==> config.mk <==
export PLATFORM = sky130hd
export DESIGN_NAME = chip8_instruction_execute_core
export DESIGN_NICKNAME = d
export VERILOG_FILES = /design/src/rtl/core/c8x_pkg.sv /design/src/rtl/core/c8x_ram.sv /design/src/rtl/core/c8x_exec.sv /design/src/rtl/core/chip8_instruction_execute_core.sv
export SDC_FILE = /design/constraint.sdc
export NUM_CORES = 1
export LEC_CHECK = 0
export ABC_AREA = 0
export ABC_CLOCK_PERIOD_IN_PS = 5800
export BUFFER_PORTS_ARGS = -buffer_cell sky130_fd_sc_hd__buf_2
export CORE_ASPECT_RATIO = 0.9
export CORE_MARGIN = 5
export CORE_UTILIZATION = 55
export CTS_CLUSTER_DIAMETER = 100
export DETAILED_ROUTE_END_ITERATION = 16
export PLACE_DENSITY = 0.7
export SLEW_MARGIN = 20
export SYNTH_ARGS = -nofsm -noshare
export SYNTH_HDL_FRONTEND = slang
export SYNTH_SLANG_ARGS = --single-unit
==> constraint.sdc <==
create_clock -name i_clk -period 5.8 [get_ports i_clk]
set_input_delay 0.58 -clock i_clk [delete_from_list [all_inputs] [get_ports i_clk]]
set_output_delay 0.58 -clock i_clk [all_outputs]
set_load 0.01 [all_outputs]
==> src/rtl/core/c8x_pkg.sv <==
package c8x_pkg;

    localparam int ADDR_W      = 12;
    localparam int REG_AW      = 4;
    localparam int NUM_REGS    = 16;
    localparam int STACK_DEPTH = 16;
    localparam int SP_W        = $clog2(STACK_DEPTH);

    localparam logic [ADDR_W-1:0] PC_RESET = 12'h200;
    localparam logic [REG_AW-1:0] VF_IDX   = 4'hF;

    localparam logic [15:0] OP_CLS = 16'h00E0;
    localparam logic [15:0] OP_RET = 16'h00EE;

    // instruction classes (high nibble)
    localparam logic [3:0] CLS_SYS  = 4'h0;
    localparam logic [3:0] CLS_JP   = 4'h1;
    localparam logic [3:0] CLS_CALL = 4'h2;
    localparam logic [3:0] CLS_SE   = 4'h3;
    localparam logic [3:0] CLS_SNE  = 4'h4;
    localparam logic [3:0] CLS_SER  = 4'h5;
    localparam logic [3:0] CLS_LD   = 4'h6;
    localparam logic [3:0] CLS_ADD  = 4'h7;
    localparam logic [3:0] CLS_ALU  = 4'h8;
    localparam logic [3:0] CLS_SNER = 4'h9;
    localparam logic [3:0] CLS_LDI  = 4'hA;
    localparam logic [3:0] CLS_JPV0 = 4'hB;
    localparam logic [3:0] CLS_RND  = 4'hC;

    // 8xyn sub-operations
    localparam logic [3:0] ALU_MOV = 4'h0;
    localparam logic [3:0] ALU_OR  = 4'h1;
    localparam logic [3:0] ALU_AND = 4'h2;
    localparam logic [3:0] ALU_XOR = 4'h3;
    localparam logic [3:0] ALU_ADD = 4'h4;
    localparam logic [3:0] ALU_SUB = 4'h5;
    localparam logic [3:0] ALU_SHR = 4'h6;
    localparam logic [3:0] ALU_SBN = 4'h7;
    localparam logic [3:0] ALU_SHL = 4'hE;

    typedef struct packed {
        logic [15:0] instruction;
        logic [7:0]  random_byte;
    } t_in;

    typedef struct packed {
        logic [ADDR_W-1:0] next_pc;
        logic [ADDR_W-1:0] index_value;
        logic              reg_written;
        logic [REG_AW-1:0] dest_reg;
        logic [7:0]        dest_value;
        logic              flag_written;
        logic              flag_value;
        logic              clear_screen;
        logic              unsupported;
    } t_out;

    // state update produced by the execute logic
    typedef struct packed {
        logic [ADDR_W-1:0] pc;
        logic [ADDR_W-1:0] index;
        logic [SP_W-1:0]   sp;
        logic              stk_we;
        logic [ADDR_W-1:0] stk_wdata;
        logic              wr;
        logic [REG_AW-1:0] x;
        logic [7:0]        dval;
        logic              fw;
        logic              fval;
        logic              clr;
        logic              unsup;
    } t_exec_res;

    function automatic logic [SP_W-1:0] sp_inc(input logic [SP_W-1:0] sp);
        logic [SP_W-1:0] r;
        if (sp == SP_W'(STACK_DEPTH - 1)) r = '0;
        else                              r = sp + 1'b1;
        return r;
    endfunction

    function automatic logic [SP_W-1:0] sp_dec(input logic [SP_W-1:0] sp);
        logic [SP_W-1:0] r;
        if (sp == '0) r = SP_W'(STACK_DEPTH - 1);
        else          r = sp - 1'b1;
        return r;
    endfunction

endpackage

==> src/rtl/core/c8x_ram.sv <==
module c8x_ram #(
    parameter int WIDTH = 8,
    parameter int DEPTH = 16
) (
    input  logic                     i_clk,
    input  logic                     i_we,
    input  logic [$clog2(DEPTH)-1:0] i_waddr,
    input  logic [WIDTH-1:0]         i_wdata,
    input  logic                     i_re,
    input  logic [$clog2(DEPTH)-1:0] i_raddr,
    output logic [WIDTH-1:0]         o_rdata
);

    logic [WIDTH-1:0] r_mem [DEPTH];
    logic [WIDTH-1:0] r_rdata;

    // read-first: a read at the written address returns the old word
    always_ff @(posedge i_clk) begin
        if (i_we) begin
            r_mem[i_waddr] <= i_wdata;
        end
        if (i_re) begin
            r_rdata <= r_mem[i_raddr];
        end
    end

    assign o_rdata = r_rdata;

endmodule

==> src/rtl/core/c8x_exec.sv <==
module c8x_exec (
    input  c8x_pkg::t_in                       i_req,
    input  logic [7:0]                         i_vx,
    input  logic [7:0]                         i_vy,
    input  logic [c8x_pkg::ADDR_W-1:0]         i_pc,
    input  logic [c8x_pkg::ADDR_W-1:0]         i_index,
    input  logic [c8x_pkg::SP_W-1:0]           i_sp,
    input  logic [c8x_pkg::SP_W-1:0]           i_ret_sp,
    input  logic [c8x_pkg::ADDR_W-1:0]         i_stk_data,
    output c8x_pkg::t_exec_res                 o_res
);
    import c8x_pkg::*;

    logic [3:0]        cls;
    logic [3:0]        n;
    logic [7:0]        kk;
    logic [ADDR_W-1:0] nnn;
    logic [ADDR_W-1:0] pc2;
    logic [ADDR_W-1:0] pc4;
    logic [8:0]        sum;

    assign cls = i_req.instruction[15:12];
    assign n   = i_req.instruction[3:0];
    assign kk  = i_req.instruction[7:0];
    assign nnn = i_req.instruction[ADDR_W-1:0];
    assign pc2 = i_pc + ADDR_W'(2);
    assign pc4 = i_pc + ADDR_W'(4);
    assign sum = {1'b0, i_vx} + {1'b0, i_vy};

    always_comb begin
        o_res           = '0;
        o_res.pc        = pc2;
        o_res.index     = i_index;
        o_res.sp        = i_sp;
        o_res.stk_wdata = pc2;
        o_res.x         = i_req.instruction[11:8];

        unique case (cls)
            CLS_SYS: begin
                if (i_req.instruction == OP_CLS) begin
                    o_res.clr = 1'b1;
                end else if (i_req.instruction == OP_RET) begin
                    o_res.sp = i_ret_sp;
                    o_res.pc = i_stk_data;
                end else begin
                    o_res.unsup = 1'b1;
                end
            end
            CLS_JP: o_res.pc = nnn;
            CLS_CALL: begin
                o_res.stk_we = 1'b1;
                o_res.sp     = sp_inc(i_sp);
                o_res.pc     = nnn;
            end
            CLS_SE:  if (i_vx == kk) o_res.pc = pc4;
            CLS_SNE: if (i_vx != kk) o_res.pc = pc4;
            CLS_SER: begin
                if (n != 4'h0)        o_res.unsup = 1'b1;
                else if (i_vx == i_vy) o_res.pc = pc4;
            end
            CLS_LD: begin
                o_res.wr   = 1'b1;
                o_res.dval = kk;
            end
            CLS_ADD: begin
                o_res.wr   = 1'b1;
                o_res.dval = i_vx + kk;
            end
            CLS_ALU: begin
                o_res.wr = 1'b1;
                unique case (n)
                    ALU_MOV: o_res.dval = i_vy;
                    ALU_OR:  o_res.dval = i_vx | i_vy;
                    ALU_AND: o_res.dval = i_vx & i_vy;
                    ALU_XOR: o_res.dval = i_vx ^ i_vy;
                    ALU_ADD: begin
                        o_res.fw   = 1'b1;
                        o_res.fval = sum[8];
                        o_res.dval = sum[7:0];
                    end
                    ALU_SUB: begin
                        o_res.fw   = 1'b1;
                        o_res.fval = i_vx > i_vy;
                        o_res.dval = i_vx - i_vy;
                    end
                    ALU_SHR: begin
                        o_res.fw   = 1'b1;
                        o_res.fval = i_vx[0];
                        o_res.dval = {1'b0, i_vx[7:1]};
                    end
                    ALU_SBN: begin
                        o_res.fw   = 1'b1;
                        o_res.fval = i_vy > i_vx;
                        o_res.dval = i_vy - i_vx;
                    end
                    ALU_SHL: begin
                        o_res.fw   = 1'b1;
                        o_res.fval = i_vx[7];
                        o_res.dval = {i_vx[6:0], 1'b0};
                    end
                    default: begin
                        o_res.wr    = 1'b0;
                        o_res.unsup = 1'b1;
                    end
                endcase
            end
            CLS_SNER: begin
                if (n != 4'h0)        o_res.unsup = 1'b1;
                else if (i_vx != i_vy) o_res.pc = pc4;
            end
            CLS_LDI:  o_res.index = nnn;
            // i_vy carries V0 for this class
            CLS_JPV0: o_res.pc = {{(ADDR_W-8){1'b0}}, i_vy} + nnn;
            CLS_RND: begin
                o_res.wr   = 1'b1;
                o_res.dval = i_req.random_byte & kk;
            end
            default: o_res.unsup = 1'b1;
        endcase

        if (!o_res.wr) begin
            o_res.x    = '0;
            o_res.dval = '0;
        end
    end

endmodule

==> src/rtl/core/chip8_instruction_execute_core.sv <==
// Channel | Direction | Handshake                | Payload
// in      | request   | i_in_valid / o_in_stall  | i_in_data  (t_in)
// out     | result    | o_out_valid / i_out_stall| o_out_data (t_out)
// cfg     | write     | i_cfg_we                 | i_cfg_wdata (program start)
//
// One instruction per cycle sustained while the output is not stalled; a request has
// its register-file and return-stack RAM read, then execute and write back.
// Back-to-back hazards on V registers and the stack are covered by forwarding.
// VF lives in a flop; V0-VE live in a duplicated 1W1R RAM with reset valid bits.
// Synchronous active-low reset: pc = 0x200, index, sp and V registers = 0.
// A stalled output holds the execute stage; the input stalls only when both are full.
module chip8_instruction_execute_core (
    input  logic                       i_clk,
    input  logic                       i_rst_n,
    input  logic                       i_in_valid,
    output logic                       o_in_stall,
    input  c8x_pkg::t_in               i_in_data,
    output logic                       o_out_valid,
    input  logic                       i_out_stall,
    output c8x_pkg::t_out              o_out_data,
    input  logic                       i_cfg_we,
    input  logic [c8x_pkg::ADDR_W-1:0] i_cfg_wdata
);
    import c8x_pkg::*;

    // architectural state kept in flops
    logic [ADDR_W-1:0]   r_pc;
    logic [ADDR_W-1:0]   r_index;
    logic [SP_W-1:0]     r_sp;
    logic [7:0]          r_vf;
    logic [NUM_REGS-1:0] r_vvalid;

    // last V register RAM write, for read-during-write forwarding
    logic                r_fw_valid;
    logic [REG_AW-1:0]   r_fw_addr;
    logic [7:0]          r_fw_data;
    // last stack RAM write
    logic                r_sfw_valid;
    logic [SP_W-1:0]     r_sfw_addr;
    logic [ADDR_W-1:0]   r_sfw_data;

    // execute stage
    logic                r_s1_valid;
    t_in                 r_s1_in;
    logic [REG_AW-1:0]   r_s1_ya;
    logic                r_s1_xok;
    logic                r_s1_yok;
    logic [SP_W-1:0]     r_s1_saddr;

    logic                r_out_valid;
    t_out                r_out;

    logic                in_acc;
    logic                s1_fire;
    logic [REG_AW-1:0]   in_xa;
    logic [REG_AW-1:0]   in_ya;
    logic [SP_W-1:0]     n_sp;
    logic [SP_W-1:0]     stk_raddr;
    logic [REG_AW-1:0]   s1_xa;
    logic [7:0]          q_x;
    logic [7:0]          q_y;
    logic [ADDR_W-1:0]   q_stk;
    logic [7:0]          vx;
    logic [7:0]          vy;
    logic [ADDR_W-1:0]   stk_data;
    t_exec_res           res;
    logic                vreg_we;
    logic                stk_we;

    assign s1_fire    = r_s1_valid && (!r_out_valid || !i_out_stall);
    assign o_in_stall = r_s1_valid && !s1_fire;
    assign in_acc     = i_in_valid && !o_in_stall;

    assign in_xa = i_in_data.instruction[11:8];
    assign in_ya = (i_in_data.instruction[15:12] == CLS_JPV0) ? '0 :
                   i_in_data.instruction[7:4];

    // stack pointer as it stands after a commit at this edge
    assign n_sp      = s1_fire ? res.sp : r_sp;
    assign stk_raddr = sp_dec(n_sp);

    assign vreg_we = s1_fire && res.wr && (res.x != VF_IDX);
    assign stk_we  = s1_fire && res.stk_we;

    c8x_ram #(.WIDTH(8), .DEPTH(NUM_REGS)) u_vram_x (
        .i_clk   (i_clk),
        .i_we    (vreg_we),
        .i_waddr (res.x),
        .i_wdata (res.dval),
        .i_re    (in_acc),
        .i_raddr (in_xa),
        .o_rdata (q_x)
    );

    c8x_ram #(.WIDTH(8), .DEPTH(NUM_REGS)) u_vram_y (
        .i_clk   (i_clk),
        .i_we    (vreg_we),
        .i_waddr (res.x),
        .i_wdata (res.dval),
        .i_re    (in_acc),
        .i_raddr (in_ya),
        .o_rdata (q_y)
    );

    c8x_ram #(.WIDTH(ADDR_W), .DEPTH(STACK_DEPTH)) u_stack (
        .i_clk   (i_clk),
        .i_we    (stk_we),
        .i_waddr (r_sp),
        .i_wdata (res.stk_wdata),
        .i_re    (in_acc),
        .i_raddr (stk_raddr),
        .o_rdata (q_stk)
    );

    assign s1_xa = r_s1_in.instruction[11:8];

    always_comb begin
        if (s1_xa == VF_IDX)                          vx = r_vf;
        else if (r_fw_valid && r_fw_addr == s1_xa)    vx = r_fw_data;
        else if (r_s1_xok)                            vx = q_x;
        else                                          vx = '0;

        if (r_s1_ya == VF_IDX)                        vy = r_vf;
        else if (r_fw_valid && r_fw_addr == r_s1_ya)  vy = r_fw_data;
        else if (r_s1_yok)                            vy = q_y;
        else                                          vy = '0;

        if (r_sfw_valid && r_sfw_addr == r_s1_saddr)  stk_data = r_sfw_data;
        else                                          stk_data = q_stk;
    end

    c8x_exec u_exec (
        .i_req      (r_s1_in),
        .i_vx       (vx),
        .i_vy       (vy),
        .i_pc       (r_pc),
        .i_index    (r_index),
        .i_sp       (r_sp),
        .i_ret_sp   (r_s1_saddr),
        .i_stk_data (stk_data),
        .o_res      (res)
    );

    // control and architectural state
    always_ff @(posedge i_clk) begin
        if (!i_rst_n) begin
            r_pc        <= PC_RESET;
            r_index     <= '0;
            r_sp        <= '0;
            r_vf        <= '0;
            r_vvalid    <= '0;
            r_fw_valid  <= 1'b0;
            r_sfw_valid <= 1'b0;
            r_s1_valid  <= 1'b0;
            r_out_valid <= 1'b0;
        end else begin
            if (in_acc) begin
                r_s1_valid <= 1'b1;
            end else if (s1_fire) begin
                r_s1_valid <= 1'b0;
            end

            if (s1_fire) begin
                r_out_valid <= 1'b1;
            end else if (!i_out_stall) begin
                r_out_valid <= 1'b0;
            end

            if (s1_fire) begin
                r_pc    <= res.pc;
                r_index <= res.index;
                r_sp    <= res.sp;
                // destination beats the flag when x is F
                if (res.wr && res.x == VF_IDX) begin
                    r_vf <= res.dval;
                end else if (res.fw) begin
                    r_vf <= {7'b0, res.fval};
                end
            end

            if (vreg_we) begin
                r_vvalid[res.x] <= 1'b1;
                r_fw_valid      <= 1'b1;
            end
            if (stk_we) begin
                r_sfw_valid <= 1'b1;
            end

            if (i_cfg_we) begin
                r_pc <= i_cfg_wdata;
            end
        end
    end

    // payload registers
    always_ff @(posedge i_clk) begin
        if (in_acc) begin
            r_s1_in    <= i_in_data;
            r_s1_ya    <= in_ya;
            r_s1_xok   <= r_vvalid[in_xa];
            r_s1_yok   <= r_vvalid[in_ya];
            r_s1_saddr <= stk_raddr;
        end
        if (vreg_we) begin
            r_fw_addr <= res.x;
            r_fw_data <= res.dval;
        end
        if (stk_we) begin
            r_sfw_addr <= r_sp;
            r_sfw_data <= res.stk_wdata;
        end
        if (s1_fire) begin
            r_out.next_pc      <= res.pc;
            r_out.index_value  <= res.index;
            r_out.reg_written  <= res.wr;
            r_out.dest_reg     <= res.x;
            r_out.dest_value   <= res.dval;
            r_out.flag_written <= res.fw;
            r_out.flag_value   <= res.fval;
            r_out.clear_screen <= res.clr;
            r_out.unsupported  <= res.unsup;
        end
    end

    assign o_out_valid = r_out_valid;
    assign o_out_data  = r_out;

    a_fire_fills_out: assert property (@(posedge i_clk) disable iff (!i_rst_n)
        s1_fire |=> r_out_valid)
        else $error("committed request did not reach output register");

    a_accept_needs_room: assert property (@(posedge i_clk) disable iff (!i_rst_n)
        in_acc && r_s1_valid |-> s1_fire)
        else $error("request accepted over a held execute stage");

    a_vf_not_in_ram: assert property (@(posedge i_clk) disable iff (!i_rst_n)
        vreg_we |-> res.x != VF_IDX)
        else $error("VF written to register RAM");

    a_unsup_no_write: assert property (@(posedge i_clk) disable iff (!i_rst_n)
        s1_fire && res.unsup |-> !res.wr && !res.fw && !res.stk_we)
        else $error("unsupported opcode changed register state");

    a_out_hold: assert property (@(posedge i_clk) disable iff (!i_rst_n)
        r_out_valid && i_out_stall |=> r_out_valid && $stable(r_out))
        else $error("stalled result changed");

endmodule

# After elaboration in Yosys (flattened, before gate mapping)
# Memory sizes are Yosys's and may differ from the RTL's. A register that Yosys moved wholly into a read port is not among the register bits.
# Index checks and enable logic that the tools add are counted.
[word_totals] regBits=159 ram_bits=448 output_inout_bits=43 mem_count=3
[mem_list] name="u_stack.r_mem" depth=16 word_bits=12 read_ports=1 rd_clocked_by_memory_dff=1 wr=1 line_no="c8x_ram.sv:14" rtl="logic [WIDTH-1:0] r_mem [DEPTH];"
[mem_list] name="u_vram_x.r_mem" depth=16 word_bits=8 read_ports=1 rd_clocked_by_memory_dff=1 wr=1 line_no="c8x_ram.sv:14"
[mem_list] name="u_vram_y.r_mem" depth=16 word_bits=8 read_ports=1 rd_clocked_by_memory_dff=1 wr=1 line_no="c8x_ram.sv:14"
[classes] n_addsub=9 magnitude_cmp=6 eq_ne=36 n_mux=56 bitwise_logic=5 n_reduce_logical=29
[ops] op="12-bit two-way mux" count=13
[ops] op="12-bit case mux with 7 select lines" count=1
[ops] op="8-bit case mux with 9 select lines" count=1
[ops] op="8-bit two-way mux" count=8
[ops] op="4-bit == test (second input constant)" count=11
[ops] op="16-bit by 8-bit == test with 1-bit output (second input constant)" count=2
[ops] op="4-bit by 3-bit == test with 1-bit output (second input constant)" count=8
[ops] op="8-bit case mux with 4 select lines" count=1
[ops] op="4-bit two-way mux" count=6
[ops] op="1-bit two-way mux" count=18
[ops] op="9-bit OR reduction" count=2
[ops] op="8-bit bitwise AND" count=2
[ops] op="4-bit by 2-bit == test with 1-bit output (second input constant)" count=4
[ops] op="8-bit == test" count=2
[ops] op="8-bit greater-than comparator" count=2
[ops] op="8-bit inequality test" count=2
[ops] op="16-bit OR" count=1
[ops] op="8-bit subtractor" count=2
[ops] op="4-bit by 5-bit less-than comparator with 1-bit output (second input constant)" count=3
[ops] op="12-bit by 2-bit adder with 12-bit output (second input constant)" count=1
[ops] op="12-bit by 3-bit adder with 12-bit output (second input constant)" count=1
[ops] op="8-bit by 12-bit adder with 12-bit output" count=1
[ops] op="4-bit == test" count=3
[ops] op="4-bit logical NOT" count=3
[ops] op="25 further kinds" count=43

# Logic depth before layout (Yosys ltp)
[logic_depth] depth_word=13 ltp_mapped=20 depth_no_buf=19

# Cells and area by module
# A second synthesis with hierarchy kept.
[unflattened] cells_unflattened=1904 hier_area_um2=28826.4
[by_module_without_submodules] module="c8x_ram at u_vram_x ..." n_inst=2 cells_per_inst=229 area_per_inst_um2=5227.5 seq_area_each_um2=4083.9
[by_module_without_submodules] module="c8x_ram at u_stack" n_inst=1 cells_per_inst=329 area_per_inst_um2=7719.9 seq_area_each_um2=6125.9
[by_module_without_submodules] module="chip8_instruction_execute_core" n_inst=1 cells_per_inst=523 area_per_inst_um2=6567.5 seq_area_each_um2=4214.0
[by_module_without_submodules] module="c8x_exec" n_inst=1 cells_per_inst=594 area_per_inst_um2=4083.9 seq_area_each_um2=0.0

# Least setup slack after synthesis
# No wires, ideal clock.
[synth_timing] path_kind="flip-flop to flip-flop" start="register r_s1_in[17] (netlist bit)" end="register r_out, in the netlist o_out_data[10], data pin" arrival_time_ns=4.498 path_slack_ns=1.001 path_stages_with_launch=17 path_buffers=1 synth_period_minus_slack_ns=4.799 cell_sequence="edfxtp_1 > buf_2 > a222oi_1 > nand3_4 > mux2i_1 > o21ai_0 > inv_1 > fa_1 > nand2b_1 > a21oi_1 > or2_2 > a21o_1 > a21oi_1 > o221ai_1 > a211o_1 > a21boi_1 > inv_1"
[synth_rtl] item="start, declared" line_no="chip8_instruction_execute_core.sv:44" rtl="t_in r_s1_in;"
[synth_rtl] item="start signal, assigned" line_no="chip8_instruction_execute_core.sv:198" rtl="r_s1_in <= i_in_data;"
[synth_rtl] item="end, declared" line_no="chip8_instruction_execute_core.sv:51" rtl="t_out r_out;"

==> results.py <==
metrics = {
    "floorplanning": {
        "die_w_um": 235,
        "rows": 74,
        "initial_utilization_pct": 55.5,
        "core-area_um2": 45300,
        "ios": 84,
        "die_h_um": 213,
        "fp.dieArea_um2": 50100,
    },
    "cells_and_area": {
        "area_delta_synth_final_pct": 11.3,
        "finalNonFillerCells": 2725,
        "layout-drive-gt1-share_pct": 18.1,
        "fillers": 3405,
        "final_area_um2": 28000,
        "mostFrequentLayoutCells": "451 x edfxtp_1, 163 x nor2_1, 145 x nand2_1",
        "finalNetCount": 2178,
        "final_common_cell": "edfxtp_1",
        "antenna_cells": 0,
        "post-route-util_pct": 61.8,
    },
    "global_route": {
        "grt_max_degree": 67,
        "grt.total_usage_pct": 28.4,
        "top_usage_layer": "met2",
        "use_met1_pct": 42.8,
        "met2_usage_pct": 43.3,
        "grt_pass1_vias": 17141,
        "grtUsageMet3_pct": 5.67,
        "grt_pass1_wl_um": 109000,
        "grt.overflow.total": 0,
        "antenna_found_initial": 0,
    },
    "timing": {
        "maxSlewViolCount": 0,
        "layout_min_cycle_time_ns": 5.33,
        "fmax_mhz": 188,
        "setup_ws_ns": 0.472,
        "finalSetupViolCount": 0,
        "slew_headroom_pct": 24.2,
        "setup_tns_ns": 0,
        "finalCritPeriodShare_pct": 91.9,
        "tightest_slew_ns": 1.13,
        "clock_skew_ns": 0.0446,
        "hold_violations": 0,
        "finalHoldWorstSlack_ns": 0.152,
        "rsz0062_at_grt": "no",
    },
    "synth": {
        "synthFlopType": "edfxtp_1",
        "synth.distinct_cells": 101,
        "synth_seq_cells": 507,
        "synth_cells": 1986,
        "ys_warn_count": 0,
        "synth_area_per_cell_um2": 12.7,
        "yosys.area.top_type_share_pct": 53.9,
        "synth_area_um2": 25100,
        "synth_top_cell_by_area": "edfxtp_1",
        "async_flop_share_pct": 0,
        "ys_seq_area_share_pct": 58.3,
        "ys_top_cells_by_area": "edfxtp_1 54%, mux4_2 5.0%, dfxtp_1 4.5%",
        "synth_edf_count": 451,
    },
    "clock_tree": {
        "clk_latency_ns": 0.64,
        "cts_tree": "built",
        "clock_path_buffers": 3,
        "root_buffer": "clkbuf_16",
        "ctsResizeCount": 0,
        "cts-buffers-inserted": 51,
        "clk_pin_slew_ns": 0.06,
        "htreeDepth": 2,
        "clock_sinks": 507,
    },
    "detailed_routing": {
        "num_vias": 17862,
        "drtAntennaViolNets": 0,
        "vias_per_cell": 6.55,
        "dr.pass1.iters": 6,
        "drcViolationCount": 0,
        "drt_wl_total_um": 72900,
        "drt_iter0_markers": 2387,
        "routedWlPerCell_um": 26.7,
    },
    "min_path": {
        "hold_path_depth": 1,
        "hold_end": "r_s1_in[7]",
        "hold_class": "primary input to flop",
        "hold_start": "i_in_data[7]",
    },
    "setup_path": {
        "critical_path_class": "flop to flop",
        "worst_ep_arrival_time_ns": 5.89,
        "rr_endpoint": "r_pc[9]",
        "endpoint_kind": "flop",
        "critPathLaunch": "r_s1_in[18]",
        "cp-start-kind": "flop",
        "r2r-start": "r_s1_in[18]",
        "r2r_cells": 16,
        "r2r_slack_ns": 0.47,
        "cp_data_required_time_ns": 6.36,
        "crit_fanout": 11,
    },
    "pwr": {
        "vdd_drop_max_v": 0.000231,
        "p_leak_nw": 10.1,
        "fin_total_pwr_mw": 8.15,
        "powerDensity_nw_per_um2": 291,
    },
    "placement": {
        "placed_cell_area_um2": 26300,
        "hpwl_um": 48800,
        "post-place-ws_ns": 0.410,
        "place_inst": 2630,
        "gp_congestion": 0.971,
        "port_buffers": 83,
    },
    "run_status": {
        "status": "finished clean",
    },
    "run": {
        "max-cap-violations": 0,
    },
}
-- state kept, by name, indices dropped and copies added, names as in the netlist, 4 cells and up --
register	cells
r_sfw_addr	4
r_sfw_data	12
r_s1_in	24
u_vram_x.r_mem	48
u_vram_x.o_rdata	8
r_vvalid	16
r_fw_addr	4
u_vram_y.o_rdata	8
u_vram_y.r_mem	80
r_sp	4
o_out_data	41
r_fw_data	8
r_vf	8
r_pc	12
r_s1_ya	4
u_stack.r_mem	192
r_index	12
u_stack.o_rdata	12
r_s1_saddr	4
-- per-layer routing --
layer / wire length, um / up-vias
li1: - / 7835
met2: 32500 / 1030
met3: 7430 / 133
met4: 1640 / 0
met5: 0 / -
met1: 31300 / 8864
-- synthesized netlist by cell type, types with 12 or more instances --
cell type,instances
and3_1,20
and2_1,19
nor3_1,33
mux2_2,57
buf_1,14
a21oi_1,112
mux4_2,56
xor2_1,12
xnor2_1,29
nor2b_1,12
a22oi_1,13
ha_1,55
mux2i_1,69
edfxtp_1,451
o221ai_1,15
dfxtp_1,56
a21o_1,26
a31oi_1,26
nand2_1,145
a221oi_1,52
buf_2,16
a221o_1,14
inv_1,74
o21ai_0,70
nor2_1,165
clkbuf_1,72
nand3_1,61
-- where the power goes --
part / leakage [nW] / internal [mW] / switching (mW) / total [mW]
logic: 4.62 / 0.275 / 0.513 / 0.788
registers: 4.64 / 4.06 / 0.0505 / 4.11
clock network: 0.788 / 1.81 / 1.44 / 3.25
total: 10.1 / 6.15 / 2.00 / 8.15
-- logic make-up after synthesis --
kind of cell / Yosys count / share of synthesized area, %
flip-flops: 507 / 58.3
other: 1 / 0.0149
multiplexers: 182 / 10.3
XOR/XNOR: 42 / 1.54
AND/OR/NAND/NOR: 530 / 10.2
adder cells (fa/ha/maj): 61 / 3.18
AO/OA/AOI/OAI: 464 / 12.9
buffers and inverters: 199 / 3.58
-- what timing repair did --
action,4_1_cts,5_1_grt
setup buffers,0,2
hold buffers,0,0
endpoints found under the setup margin,0,1
-- layout make-up --
type                       instances  area (um2)  share of cell area, %
multi-input combinational       1287        9670                   34.6
timing repair buffer             151         926                   3.31
clock inverter                    24         275                  0.984
clock buffer                      69        1370                   4.91
tap                              608         761                   2.72
inverter                          79         307                   1.10
sequential                       507       14700                   52.4
-- how the worst max path moves through the flow --
stage | depth (start not counted) | endpoint
2_1_floorplan | 16 | o_out_data[10]
3_3_place_gp | 16 | r_pc[9]
3_5_place_dp | 16 | r_pc[9]
4_1_cts | 16 | r_pc[9]
5_1_grt | 16 | r_fw_data[6]
6_report | 16 | r_pc[9]
-- critical path: stages, from the launching register on --
cell and delay, ns:
edfxtp_1 0.58, xnor2_1 0.25, o2111a_1 0.33, nand3_4 0.18
mux2i_1 0.16, mux2i_1 0.37, inv_1 0.18, ha_1 0.37
or4_1 0.48, nor4_1 0.69, and2_1 0.25, nand3_1 0.15
nand2_1 0.24, mux2i_1 0.21, a22oi_1 0.10, a32oi_1 0.45
o221a_2 0.26
Power figures use the tool's default switching activity.
